===== src/comment_trace_id_scanner_assert.svh =====
// assertion macros for the trace id comment scanner
`ifndef COMMENT_TRACE_ID_SCANNER_ASSERT_SVH
`define COMMENT_TRACE_ID_SCANNER_ASSERT_SVH

`ifndef SYNTHESIS
`define CTS_ASSERT(label, prop, msg) \
  label: assert property (@(posedge clk_i) disable iff (!rst_ni) prop) else $error(msg);
`define CTS_ASSERT_NEVER(label, cond, msg) \
  label: assert property (@(posedge clk_i) disable iff (!rst_ni) !(cond)) else $error(msg);
`else
`define CTS_ASSERT(label, prop, msg)
`define CTS_ASSERT_NEVER(label, cond, msg)
`endif

`endif


===== src/cts_pkg.sv =====
// shared types and constants for the trace id comment scanner
package cts_pkg;

  localparam int MaxStmtLen = 65535;
  localparam int MaxIdLen   = 128;
  localparam int ShortLen   = 13;
  localparam int PosW       = 16;
  localparam int LenW       = 8;
  localparam int KeyLen     = 9;
  localparam int CaseDiff   = 32;

  localparam logic [7:0] ChSpace = 8'h20;
  localparam logic [7:0] ChTab   = 8'h09;
  localparam logic [7:0] ChLf    = 8'h0a;
  localparam logic [7:0] ChCr    = 8'h0d;
  localparam logic [7:0] ChFf    = 8'h0c;
  localparam logic [7:0] ChStar  = 8'h2a;
  localparam logic [7:0] ChSlash = 8'h2f;
  localparam logic [7:0] ChComma = 8'h2c;

  localparam logic [3:0] IdxUnder = 4'd5;
  localparam logic [3:0] IdxEq    = 4'd8;

  typedef enum logic [2:0] {
    PH_SKIP,
    PH_SLASH,
    PH_MATCH,
    PH_CAPTURE,
    PH_CLOSE,
    PH_FOUND,
    PH_DEAD
  } phase_e;

  typedef struct packed {
    logic            emit;
    logic            found;
    logic [PosW-1:0] id_start;
    logic [LenW-1:0] id_length;
  } cts_res_t;

  function automatic logic [7:0] key_char(input logic [3:0] idx);
    logic [7:0] c;
    case (idx)
      4'd0:    c = 8'h74;
      4'd1:    c = 8'h72;
      4'd2:    c = 8'h61;
      4'd3:    c = 8'h63;
      4'd4:    c = 8'h65;
      4'd5:    c = 8'h5f;
      4'd6:    c = 8'h69;
      4'd7:    c = 8'h64;
      4'd8:    c = 8'h3d;
      default: c = 8'h74;
    endcase
    return c;
  endfunction

  function automatic logic is_blank(input logic [7:0] c);
    return (c == ChSpace) || (c == ChTab) || (c == ChLf) || (c == ChCr) || (c == ChFf);
  endfunction

endpackage


===== src/cts_scan.sv =====
// scan state registers, next-state logic and result formation
`include "comment_trace_id_scanner_assert.svh"

module cts_scan
  import cts_pkg::*;
(
  input  logic       clk_i,
  input  logic       rst_ni,
  input  logic       adv_i,
  input  logic [7:0] data_i,
  input  logic       last_i,
  output cts_res_t   res_o
);

  phase_e          phase_q, phase_d;
  logic [3:0]      midx_q, midx_d;
  logic            star_q, star_d;
  logic [PosW-1:0] pos_q, pos_d;
  logic [PosW-1:0] beg_q, beg_d;
  logic [PosW-1:0] end_q, end_d;

  logic [3:0]      idx;
  logic [7:0]      want;
  logic            hit;
  logic            scan_en;
  logic [PosW-1:0] total;
  logic [PosW-1:0] span;
  logic [PosW-1:0] span_clip;

  always_comb begin
    idx  = (midx_q > IdxEq) ? 4'd0 : midx_q;
    want = key_char(idx);
    hit  = (data_i == want) ||
           ((idx != IdxUnder) && (idx != IdxEq) && (data_i == want - 8'(CaseDiff)));
  end

  always_comb begin
    phase_d = phase_q;
    midx_d  = midx_q;
    star_d  = star_q;
    beg_d   = beg_q;
    end_d   = end_q;
    scan_en = (pos_q < PosW'(MaxStmtLen));
    pos_d   = scan_en ? pos_q + PosW'(1) : pos_q;
    total   = pos_d;

    if (scan_en) begin
      case (phase_q)
        PH_SKIP: begin
          if (!is_blank(data_i)) begin
            phase_d = (data_i == ChSlash) ? PH_SLASH : PH_DEAD;
          end
        end
        PH_SLASH: begin
          phase_d = (data_i == ChStar) ? PH_MATCH : PH_DEAD;
          midx_d  = '0;
          star_d  = 1'b0;
        end
        PH_MATCH: begin
          if (star_q && data_i == ChSlash) begin
            star_d  = 1'b0;
            phase_d = PH_DEAD;
          end else if (!star_q && data_i == ChStar) begin
            midx_d = '0;
            star_d = 1'b1;
          end else begin
            star_d = 1'b0;
            if (!hit) begin
              midx_d = '0;
            end else if (idx == IdxEq) begin
              midx_d  = '0;
              phase_d = PH_CAPTURE;
              beg_d   = pos_q + PosW'(1);
            end else begin
              midx_d = idx + 4'd1;
            end
          end
        end
        PH_CAPTURE: begin
          if (is_blank(data_i) || data_i == ChComma || data_i == ChStar) begin
            if (pos_q == beg_q) begin
              phase_d = PH_DEAD;
            end else begin
              end_d   = pos_q;
              phase_d = PH_CLOSE;
              star_d  = (data_i == ChStar);
            end
          end
        end
        PH_CLOSE: begin
          if (star_q && data_i == ChSlash) begin
            phase_d = PH_FOUND;
            star_d  = 1'b0;
          end else begin
            star_d = (data_i == ChStar);
          end
        end
        default: begin
        end
      endcase
    end

    span      = end_q - beg_q;
    span_clip = (span > PosW'(MaxIdLen)) ? PosW'(MaxIdLen) : span;

    res_o.emit      = adv_i && last_i && (total > PosW'(ShortLen));
    res_o.found     = (phase_d == PH_FOUND);
    res_o.id_start  = res_o.found ? beg_q : '0;
    res_o.id_length = res_o.found ? span_clip[LenW-1:0] : '0;

    if (last_i) begin
      phase_d = PH_SKIP;
      midx_d  = '0;
      star_d  = 1'b0;
      pos_d   = '0;
      beg_d   = '0;
      end_d   = '0;
    end
  end

  always_ff @(posedge clk_i or negedge rst_ni) begin
    if (!rst_ni) begin
      phase_q <= PH_SKIP;
      midx_q  <= '0;
      star_q  <= 1'b0;
      pos_q   <= '0;
      beg_q   <= '0;
      end_q   <= '0;
    end else if (adv_i) begin
      phase_q <= phase_d;
      midx_q  <= midx_d;
      star_q  <= star_d;
      pos_q   <= pos_d;
      beg_q   <= beg_d;
      end_q   <= end_d;
    end
  end

  `CTS_ASSERT(a_restart_after_last, (adv_i && last_i) |=> (phase_q == PH_SKIP && pos_q == '0),
              "scan state not restarted after last byte")
  `CTS_ASSERT_NEVER(a_capture_begin, (phase_q == PH_CAPTURE && beg_q < PosW'(2)),
                    "capture with impossible id start")
  `CTS_ASSERT_NEVER(a_close_order, (phase_q == PH_CLOSE && end_q <= beg_q),
                    "id end not past id start")

endmodule


===== src/comment_trace_id_scanner.sv =====
// top level of the trace id comment scanner
// One byte per transaction, one transaction accepted per clock while no last byte is stalled.
// A byte waits in an input register until the scan state is updated from it, and on the last
// byte of a statement longer than 13 bytes the report lands in an output register as that
// byte leaves the input register. The output register and input register let a new byte enter
// while a report still waits; only a last byte stalls when a report is still pending. Bytes at
// offsets 65535 and beyond are neither scanned nor counted. No memory, no clearing pass after
// reset.
`include "comment_trace_id_scanner_assert.svh"

module comment_trace_id_scanner
  import cts_pkg::*;
(
  input  logic        clk_i,
  input  logic        rst_ni,
  input  logic        s_tvalid_i,
  output logic        s_tready_o,
  input  logic [7:0]  s_tdata_i,   // data_byte
  input  logic        s_tlast_i,   // last_byte
  output logic        m_tvalid_o,
  input  logic        m_tready_i,
  output logic [23:0] m_tdata_o,   // id_start[15:0], id_length[23:16]
  output logic        m_tuser_o    // found
);

  logic       in_valid_q, in_valid_d;
  logic [7:0] in_data_q;
  logic       in_last_q;
  logic       consume;

  cts_res_t   res;

  logic            out_valid_q, out_valid_d;
  logic            out_found_q;
  logic [PosW-1:0] out_start_q;
  logic [LenW-1:0] out_len_q;

  assign consume    = in_valid_q && (!in_last_q || !out_valid_q || m_tready_i);
  assign s_tready_o = !in_valid_q || consume;

  always_comb begin
    in_valid_d = in_valid_q;
    if (s_tvalid_i && s_tready_o) begin
      in_valid_d = 1'b1;
    end else if (consume) begin
      in_valid_d = 1'b0;
    end
  end

  always_ff @(posedge clk_i or negedge rst_ni) begin
    if (!rst_ni) begin
      in_valid_q <= 1'b0;
    end else begin
      in_valid_q <= in_valid_d;
    end
  end

  always_ff @(posedge clk_i) begin
    if (s_tvalid_i && s_tready_o) begin
      in_data_q <= s_tdata_i;
      in_last_q <= s_tlast_i;
    end
  end

  cts_scan u_scan (
    .clk_i  (clk_i),
    .rst_ni (rst_ni),
    .adv_i  (consume),
    .data_i (in_data_q),
    .last_i (in_last_q),
    .res_o  (res)
  );

  always_comb begin
    out_valid_d = out_valid_q;
    if (res.emit) begin
      out_valid_d = 1'b1;
    end else if (m_tready_i) begin
      out_valid_d = 1'b0;
    end
  end

  always_ff @(posedge clk_i or negedge rst_ni) begin
    if (!rst_ni) begin
      out_valid_q <= 1'b0;
    end else begin
      out_valid_q <= out_valid_d;
    end
  end

  always_ff @(posedge clk_i) begin
    if (res.emit) begin
      out_found_q <= res.found;
      out_start_q <= res.id_start;
      out_len_q   <= res.id_length;
    end
  end

  assign m_tvalid_o = out_valid_q;
  assign m_tuser_o  = out_found_q;
  assign m_tdata_o  = {out_len_q, out_start_q};

  `CTS_ASSERT(a_report_source, $rose(m_tvalid_o) |-> $past(consume && in_last_q),
              "report without a consumed last byte")
  `CTS_ASSERT_NEVER(a_found_len, (m_tvalid_o && m_tuser_o && out_len_q == '0),
                    "found report with empty id")
  `CTS_ASSERT_NEVER(a_miss_zero, (m_tvalid_o && !m_tuser_o && (out_len_q != '0 || out_start_q != '0)),
                    "miss report with nonzero fields")

endmodule


===== config.mk =====
export PLATFORM = sky130hd
export DESIGN_NAME = comment_trace_id_scanner
export DESIGN_NICKNAME = d
export VERILOG_FILES = /design/src/cts_pkg.sv /design/src/cts_scan.sv /design/src/comment_trace_id_scanner.sv
export VERILOG_INCLUDE_DIRS = /design/src /design/src/src
export SDC_FILE = /design/constraint.sdc
export NUM_CORES = 1
export LEC_CHECK = 0
export BUFFER_PORTS_ARGS = -buffer_cell sky130_fd_sc_hd__buf_2
export CORE_MARGIN = 8
export CORE_UTILIZATION = 35
export CTS_CLUSTER_DIAMETER = 80
export CTS_CLUSTER_SIZE = 10
export DETAILED_ROUTE_END_ITERATION = 6
export PLACE_DENSITY = 0.61
export SLEW_MARGIN = 40
export SYNTH_ARGS = -nofsm -noshare
export SYNTH_HDL_FRONTEND = slang
export SYNTH_SLANG_ARGS = --single-unit

===== constraint.sdc =====
create_clock -name clk_i -period 5.1 [get_ports clk_i]
set_clock_uncertainty 0.2 [all_clocks]
set_input_delay 0.765 -clock clk_i [delete_from_list [all_inputs] [get_ports clk_i]]
set_output_delay 0.765 -clock clk_i [all_outputs]
set_load 0.01 [all_outputs]

==> reports/results.ini, run 1 <==
[timing]
fin_crit_sh_pct = 74.3
worst_slew_pin_slew_ns = 0.769
hold_violations = 0
final.setup.worst_slack_ns = 1.31
fmax_ghz = 0.264
min_period_ns = 3.79
setup_tns_ns = 0
setup_viol = 0
rsz0062_at_grt = false
slew_headroom_pct = 48.2
drv_slew = 0

[yosys]
ys_types = 71
ys.flop_type = dfrtp_1
avgSynthCellArea_um2 = 8.88
muxShareOfSynthArea_pct = 0.860
synth_nets = 704
synth_edf_count = 34
syn_inst = 672
synth-simple-area-share_pct = 24.5
yosysSeqAreaShare_pct = 41.4
synth_top_family_by_area = simple AND/OR/NAND/NOR gates
syn_area_um2 = 5970
synth_top_area_share_pct = 24.3
async_flop_share_pct = 63.0
synth_xor_area_share_pct = 6.29
synth-seq-cells = 92
ys_warn_count = 0
synth_compound_area_share_pct = 17.2
synthAdderAreaFrac_pct = 4.11
synth_area_leaders = dfrtp_1 (24%), edfxtp_1 (17%), xnor2_1 (4.4%), nand2_1 (4.3%), o21ai_0 (4.0%)
yosysTopAreaCell = dfrtp_1

[clock_tree]
cts_hold_buffers = 0
htree_levels = 3
clock_latency_ns = 0.36
post-cts-setup-buffers = 0
postCtsResizedCells = 0
cts_sinks = 92
cts_root_buf = clkbuf_16
clk_pin_slew_ns = 0.07
cts_tree = yes
numCtsBuffers = 9
clock_path_buffers = 2

[setup_path]
crit_type = register to register
cpLargestDelayFamily = simple AND/OR/NAND/NOR gates
reg2reg_setup_slack_ns = 1.31
ff2ff_path_depth = 9
critical_path.endpoint = out_len_q[0]$_SDFFCE_PP0P_
cp_cell_sequence = nor2_1 -> ha_1 -> and3b_1 -> or3_1 -> a221oi_1 -> o2111ai_1 -> a31oi_1 -> nand2_2 -> nor4b_1
regToRegEndpoint = out_len_q[0]$_SDFFCE_PP0P_
crit_buf_inv = 0
path_max_fanout = 22
reg2reg_from = u_scan.midx_q[3]$_DFFE_PN0P_
max_stage_delay_ns = 0.52
required_ns = 5.06
crit_path_top_delay_cell = dfrtp_1
path_depth = 9
critPathArrivalTime_ns = 3.75
crit_path_start_kind = register
critPathCaptureType = register
crit_start = u_scan.midx_q[3]$_DFFE_PN0P_

[route]
drt-pass1-iter-count = 5
postRouteAntennaNets = 0
vias = 5091
detail_route.iter0.violations = 345
drt-wirelength-per-cell_um = 16.9
drc_errors = 0
vias_per_cell = 5.62
routed_wl_um = 15300

[floorplanning]
coreArea_um2 = 16600
initial_utilization_pct = 35.8
die_area_um2 = 21500
die_w_um = 147
rows = 47
die_y_um = 147
io_pins = 40

[layout]
multi_input_area_um2 = 3180
area_growth_pct = 10.5
register_area_um2 = 2470
post_route_cells_drive_above_1_share_pct = 12.2
fill_cells = 1644
fin_nets = 713
layout.cells.non_filler = 906
antenna_cells = 0

[power]
power.share.sequential_pct = 49.4
netSwitchingPower_mw = 0.461
switching_share_pct = 27.5
p_per_area_nw_per_um2 = 255
pwr-share-comb_pct = 11.0
clock_power_share_pct = 39.5
vdd_drop_max_mv = 0.161
leakagePower_nw = 2.62
p_int_mw = 1.22

[worst_hold_path]
hold_class = input port to async pin

[global_route]
antenna_found_initial = 0
overflow = 0
grt_pass1_wl_um = 25700
first_global_vias = 4892
groute.usage.overall_pct = 14.6
grt_max_degree = 59

[outcome]
status = complete, no violations

[placement]
gp_congestion = 0.828
dp.cells = 890
dp_slack_ns = 1.36
placement.io_buffers = 39
hpwl_um = 11000

[flow_run]
drv_cap = 0

[cell type report]
cell class,instances,area share (%)
multi-input combinational,499,48.2
sequential,92,37.5
tap,220,4.18
clock buffer,12,3.91
timing repair buffer,46,3.82
inverter,33,1.88
clock inverter,4,0.456
[metal layers]
layer | global-route usage, % | up-vias | part of all wire [%]
li1 | - | 2467 | -
met1 | 18.6 | 2420 | 45
met2 | 24.2 | 186 | 47
met3 | 3.77 | 18 | 6.8
met4 | 3.76 | 0 | 1.6
met5 | 0 | - | 0
[cells in the mapped netlist, types with 5 or more instances]
master	n
a21oi_1	35
a31oi_1	10
and2_1	6
and3_1	11
buf_2	8
clkbuf_1	34
dfrtp_1	58
edfxtp_1	34
ha_1	18
inv_1	32
nand2_1	69
nand3_1	37
nand4_1	26
nor2_1	47
nor2b_1	12
nor3_1	12
nor4_1	10
o21a_1	6
o21ai_0	48
o21ai_1	7
o22a_1	5
or3_1	6
xnor2_1	30
xor2_1	11
[state kept, by name, indices dropped and copies added (netlist names), 3 cells and up]
| signal | cells |
|---|---|
| in_data_q | 8 |
| out_len_q | 8 |
| u_scan.pos_q | 16 |
| u_scan.midx_q | 4 |
| u_scan.phase_q | 3 |
| u_scan.end_q | 16 |
| u_scan.beg_q | 16 |
| out_start_q | 16 |
[stage by stage]
stage	hold WS, ns	util, %	instance area (um2)	total power, mW
CTS	0.288	39.6	6590	1.69
global route	0.315	39.6	6590	1.75
detailed placement	0.269	37.8	6300	1.03
global placement	0.263	37.8	6280	1.02
finish	0.282	39.6	6590	1.68
floorplan	0.245	-	5970	0.975
[layout by cell type (no fill, tap or decap), types with 7 or more instances in the layout]
| master | netlist | final |
|---|---|---|
| xnor2_1 | 30 | 30 |
| inv_1 | 32 | 32 |
| buf_2 | 8 | 39 |
| ha_1 | 18 | 18 |
| xor2_1 | 11 | 11 |
| nor2_1 | 47 | 46 |
| and3_1 | 11 | 11 |
| nand3_1 | 37 | 37 |
| nor4_1 | 10 | 8 |
| nor3_1 | 12 | 11 |
| edfxtp_1 | 34 | 34 |
| o21ai_1 | 7 | 7 |
| nor2b_1 | 12 | 12 |
| nand4_1 | 26 | 26 |
| a21oi_1 | 35 | 35 |
| nand2_1 | 69 | 68 |
| dfrtp_1 | 58 | 58 |
| clkbuf_16 | 0 | 10 |
| a31oi_1 | 10 | 10 |
| o21ai_0 | 48 | 48 |
[power groups by stage]
stage | logic (mW) | clock network, mW | registers (mW)
6_report | 0.185 | 0.663 | 0.829
3_3_place_gp | 0.182 | 0 | 0.843
3_5_place_dp | 0.185 | 0 | 0.842
2_1_floorplan | 0.167 | 0 | 0.808
4_1_cts | 0.186 | 0.678 | 0.828
5_1_grt | 0.209 | 0.704 | 0.834
[worst min path at each step]
stage | end | cells after the start | startpoint | slack, ns
2_1_floorplan | u_scan.end_q[2]$_DFFE_PN0P_ | 2 | u_scan.end_q[2]$_DFFE_PN0P_ | 0.25
4_1_cts | u_scan.end_q[7]$_DFFE_PN0P_ | 2 | u_scan.end_q[7]$_DFFE_PN0P_ | 0.29
5_1_grt | in_valid_q$_DFFE_PN0P_ | 2 | rst_ni | 0.32
3_5_place_dp | u_scan.end_q[7]$_DFFE_PN0P_ | 2 | u_scan.end_q[7]$_DFFE_PN0P_ | 0.27
6_report | u_scan.pos_q[12]$_DFFE_PN0P_ | 2 | rst_ni | 0.28
3_3_place_gp | u_scan.end_q[4]$_DFFE_PN0P_ | 2 | u_scan.end_q[4]$_DFFE_PN0P_ | 0.26
[cell families after synthesis]
| family | Yosys count |
|---|---|
| compound gates | 161 |
| xor+xnor | 42 |
| fa+ha+maj | 19 |
| buf+inv | 81 |
| flops | 92 |
| mux | 5 |
| simple gates | 272 |
Power figures use the tool's default switching activity.
==> run 2: changes to the inputs <==
--- a/config.mk
+++ b/config.mk
@@ -12,7 +12,7 @@
 export CTS_CLUSTER_DIAMETER = 80
 export CTS_CLUSTER_SIZE = 10
 export DETAILED_ROUTE_END_ITERATION = 6
-export PLACE_DENSITY = 0.61
+export PLACE_DENSITY = 0.63
 export SLEW_MARGIN = 40
 export SYNTH_ARGS = -nofsm -noshare
 export SYNTH_HDL_FRONTEND = slang
==> constraint.sdc (replaced) <==
create_clock -name clk_i -period 3.1 [get_ports clk_i]
set_clock_uncertainty 0.2 [all_clocks]
set_input_delay 0.465 -clock clk_i [delete_from_list [all_inputs] [get_ports clk_i]]
set_output_delay 0.465 -clock clk_i [all_outputs]
set_load 0.01 [all_outputs]
==> run 2 against run 1 <==
Final cell count up 14%. Wire length up 19%. Highest routed layer unchanged. Register-to-register slack worse by 1.4 ns. The run now ends with setup timing left.
==> reports/results.ini, run 2 (synthesized netlist as in run 1, its figures left out) <==
[setup_path]
crit_buf_inv = 1
reg2reg_from = u_scan.beg_q[0]$_DFFE_PN0P_
reg2reg_setup_slack_ns = -0.08
critPathArrivalTime_ns = 3.17
cpLargestDelayFamily = simple AND/OR/NAND/NOR gates
max_stage_delay_ns = 0.47
critPathCaptureType = register
required_ns = 3.08
cp_cell_sequence = ha_4 -> fa_2 -> nor2b_4 -> o2111ai_4 -> and3_4 -> o2bb2ai_1 -> or4_1 -> or4_4 -> buf_6 -> nor4b_4
regToRegEndpoint = out_len_q[0]$_SDFFCE_PP0P_
crit_path_top_delay_cell = or4_4
path_max_fanout = 3
crit_path_start_kind = register
ff2ff_path_depth = 10
crit_type = register to register

[global_route]
globalRouteMet1Util_pct = 19.7
grt_use_met3_pct = 3.62
grt.busiest_layer = met2
antenna_found_initial = 0
grt_pass1_wl_um = 28100
overflow = 0
groute.usage.overall_pct = 16.0
first_global_vias = 5408
grt_max_degree = 35
gr-usage-met2_pct = 27.0

[placement]
gp_congestion = 0.873
hpwl_um = 12700
placement.io_buffers = 39

[timing]
worst_slew_pin_slew_ns = 0.668
slew_headroom_pct = 55.2
fmax_ghz = 0.314
drv_slew = 0
rsz0062_at_grt = true
fin_crit_sh_pct = 103
setup_viol = 8
min_period_ns = 3.18
hold_violations = 0
final.setup.worst_slack_ns = -0.0803
holdWs_ns = 0.0790

[clock_tree]
cts_tree = yes
cts_root_buf = clkbuf_16
clk_pin_slew_ns = 0.07
cts_sinks = 92
htree_levels = 3
clock_latency_ns = 0.36
numCtsBuffers = 9
clock_path_buffers = 2

[route]
drt-pass1-iter-count = 5
vias_per_cell = 5.51
detail_route.iter0.violations = 390
routed_wl_um = 18200
postRouteAntennaNets = 0
drc_errors = 0
drt-wirelength-per-cell_um = 17.6
vias = 5712

[power]
p_int_mw = 2.11
switching_share_pct = 29.2
power.share.sequential_pct = 45.1
finalPower_mw = 2.98
clock_power_share_pct = 37.9
pwr-share-comb_pct = 16.9
vdd_drop_max_mv = 0.266
leakagePower_nw = 3.37
p_per_area_nw_per_um2 = 369
netSwitchingPower_mw = 0.872

[flow_run]
drv_cap = 0

[floorplanning]
initial_utilization_pct = 35.8
die_area_um2 = 21500
rows = 47
coreArea_um2 = 16600
die_w_um = 147
io_pins = 40
die_y_um = 147

[worst_hold_path]
hold_class = input port to register
hold_depth = 1
whs_endpoint = in_data_q[7]$_DFFE_PP_
holdCritStartpoint = s_tdata_i[7]

[outcome]
violations = setup timing
status = finished, violations left

[layout]
antenna_cells = 0
area_growth_pct = 35.4
layout_commonest_cell = buf_4
layout_common_cells = buf_4 (127), nand2_1 (69), dfrtp_1 (56), o21ai_0 (39), buf_2 (38)
post_route_cells_drive_above_1_share_pct = 33.2
fin_nets = 843

-- run 2: area by class of cell --
cell class / instances / area, um2
repair buffers: 174 / 1300
multi-input cells: 501 / 3600
flip-flops and latches: 92 / 2470
clock buffers: 10 / 250
clock inverters: 6 / 50.0
inverters: 33 / 124
well taps: 220 / 275
fillers: 1590 / 8570
-- run 2: worst max path at each step --
stage	from	endpoint	slack, ns	cells past startpoint
CTS	u_scan.beg_q[0]$_DFFE_PN0P_	out_len_q[0]$_SDFFCE_PP0P_	-0.06	10
finish	u_scan.beg_q[0]$_DFFE_PN0P_	out_len_q[0]$_SDFFCE_PP0P_	-0.08	10
global route	u_scan.beg_q[0]$_DFFE_PN0P_	out_len_q[0]$_SDFFCE_PP0P_	-0.23	10
detailed placement	u_scan.beg_q[0]$_DFFE_PN0P_	out_len_q[0]$_SDFFCE_PP0P_	-0.22	10
global placement	u_scan.end_q[0]$_DFFE_PN0P_	out_len_q[0]$_SDFFCE_PP0P_	-0.12	11
floorplan	u_scan.beg_q[0]$_DFFE_PN0P_	out_len_q[7]$_SDFFCE_PP0P_	-0.1	10
-- run 2: repair_timing --
item,CTS,global route
setup buffers,2,8
resized for setup,11,81
pin swaps,7,31
setup endpoints to repair,10,65
hold endpoints to repair,32,0
hold buffers,1,0
cloned,1,3
-- run 2: through the flow --
stage	worst slack (ns)	instances	setup TNS, ns	utilization [%]	area, um2
floorplan	-0.0985	672	-0.102	-	6030
global placement	-0.122	1005	-0.769	43.2	7180
detailed placement	-0.215	1005	-1.35	43.2	7190
CTS	-0.0590	1025	-0.299	45.6	7580
global route	-0.227	1036	-2.58	48.5	8080
finish	-0.0803	1036	-0.386	48.5	8080
-- run 2: worst register-to-register path, stage by stage, from the launching register on --
cell       delay (ns)
dfrtp_1          0.42
ha_4             0.18
fa_2             0.37
nor2b_4          0.16
o2111ai_4        0.13
and3_4           0.18
o2bb2ai_1        0.11
or4_1            0.39
or4_4            0.47
buf_6            0.16
nor4b_4          0.25
-- run 2: metal layers --
metal,vias up,routed length (um)
met1,2754,7770
met5,-,0
met2,183,8890
li1,2740,-
met4,0,535
met3,35,997
-- run 2: power groups by stage --
| stage | combinational, mW | clock [mW] | sequential (mW) |
|---|---|---|---|
| floorplan | 0.276 | 0 | 1.33 |
| global placement | 0.368 | 0 | 1.37 |
| detailed placement | 0.374 | 0 | 1.37 |
| CTS | 0.423 | 1.16 | 1.34 |
| global route | 0.544 | 1.20 | 1.35 |
| finish | 0.505 | 1.13 | 1.35 |
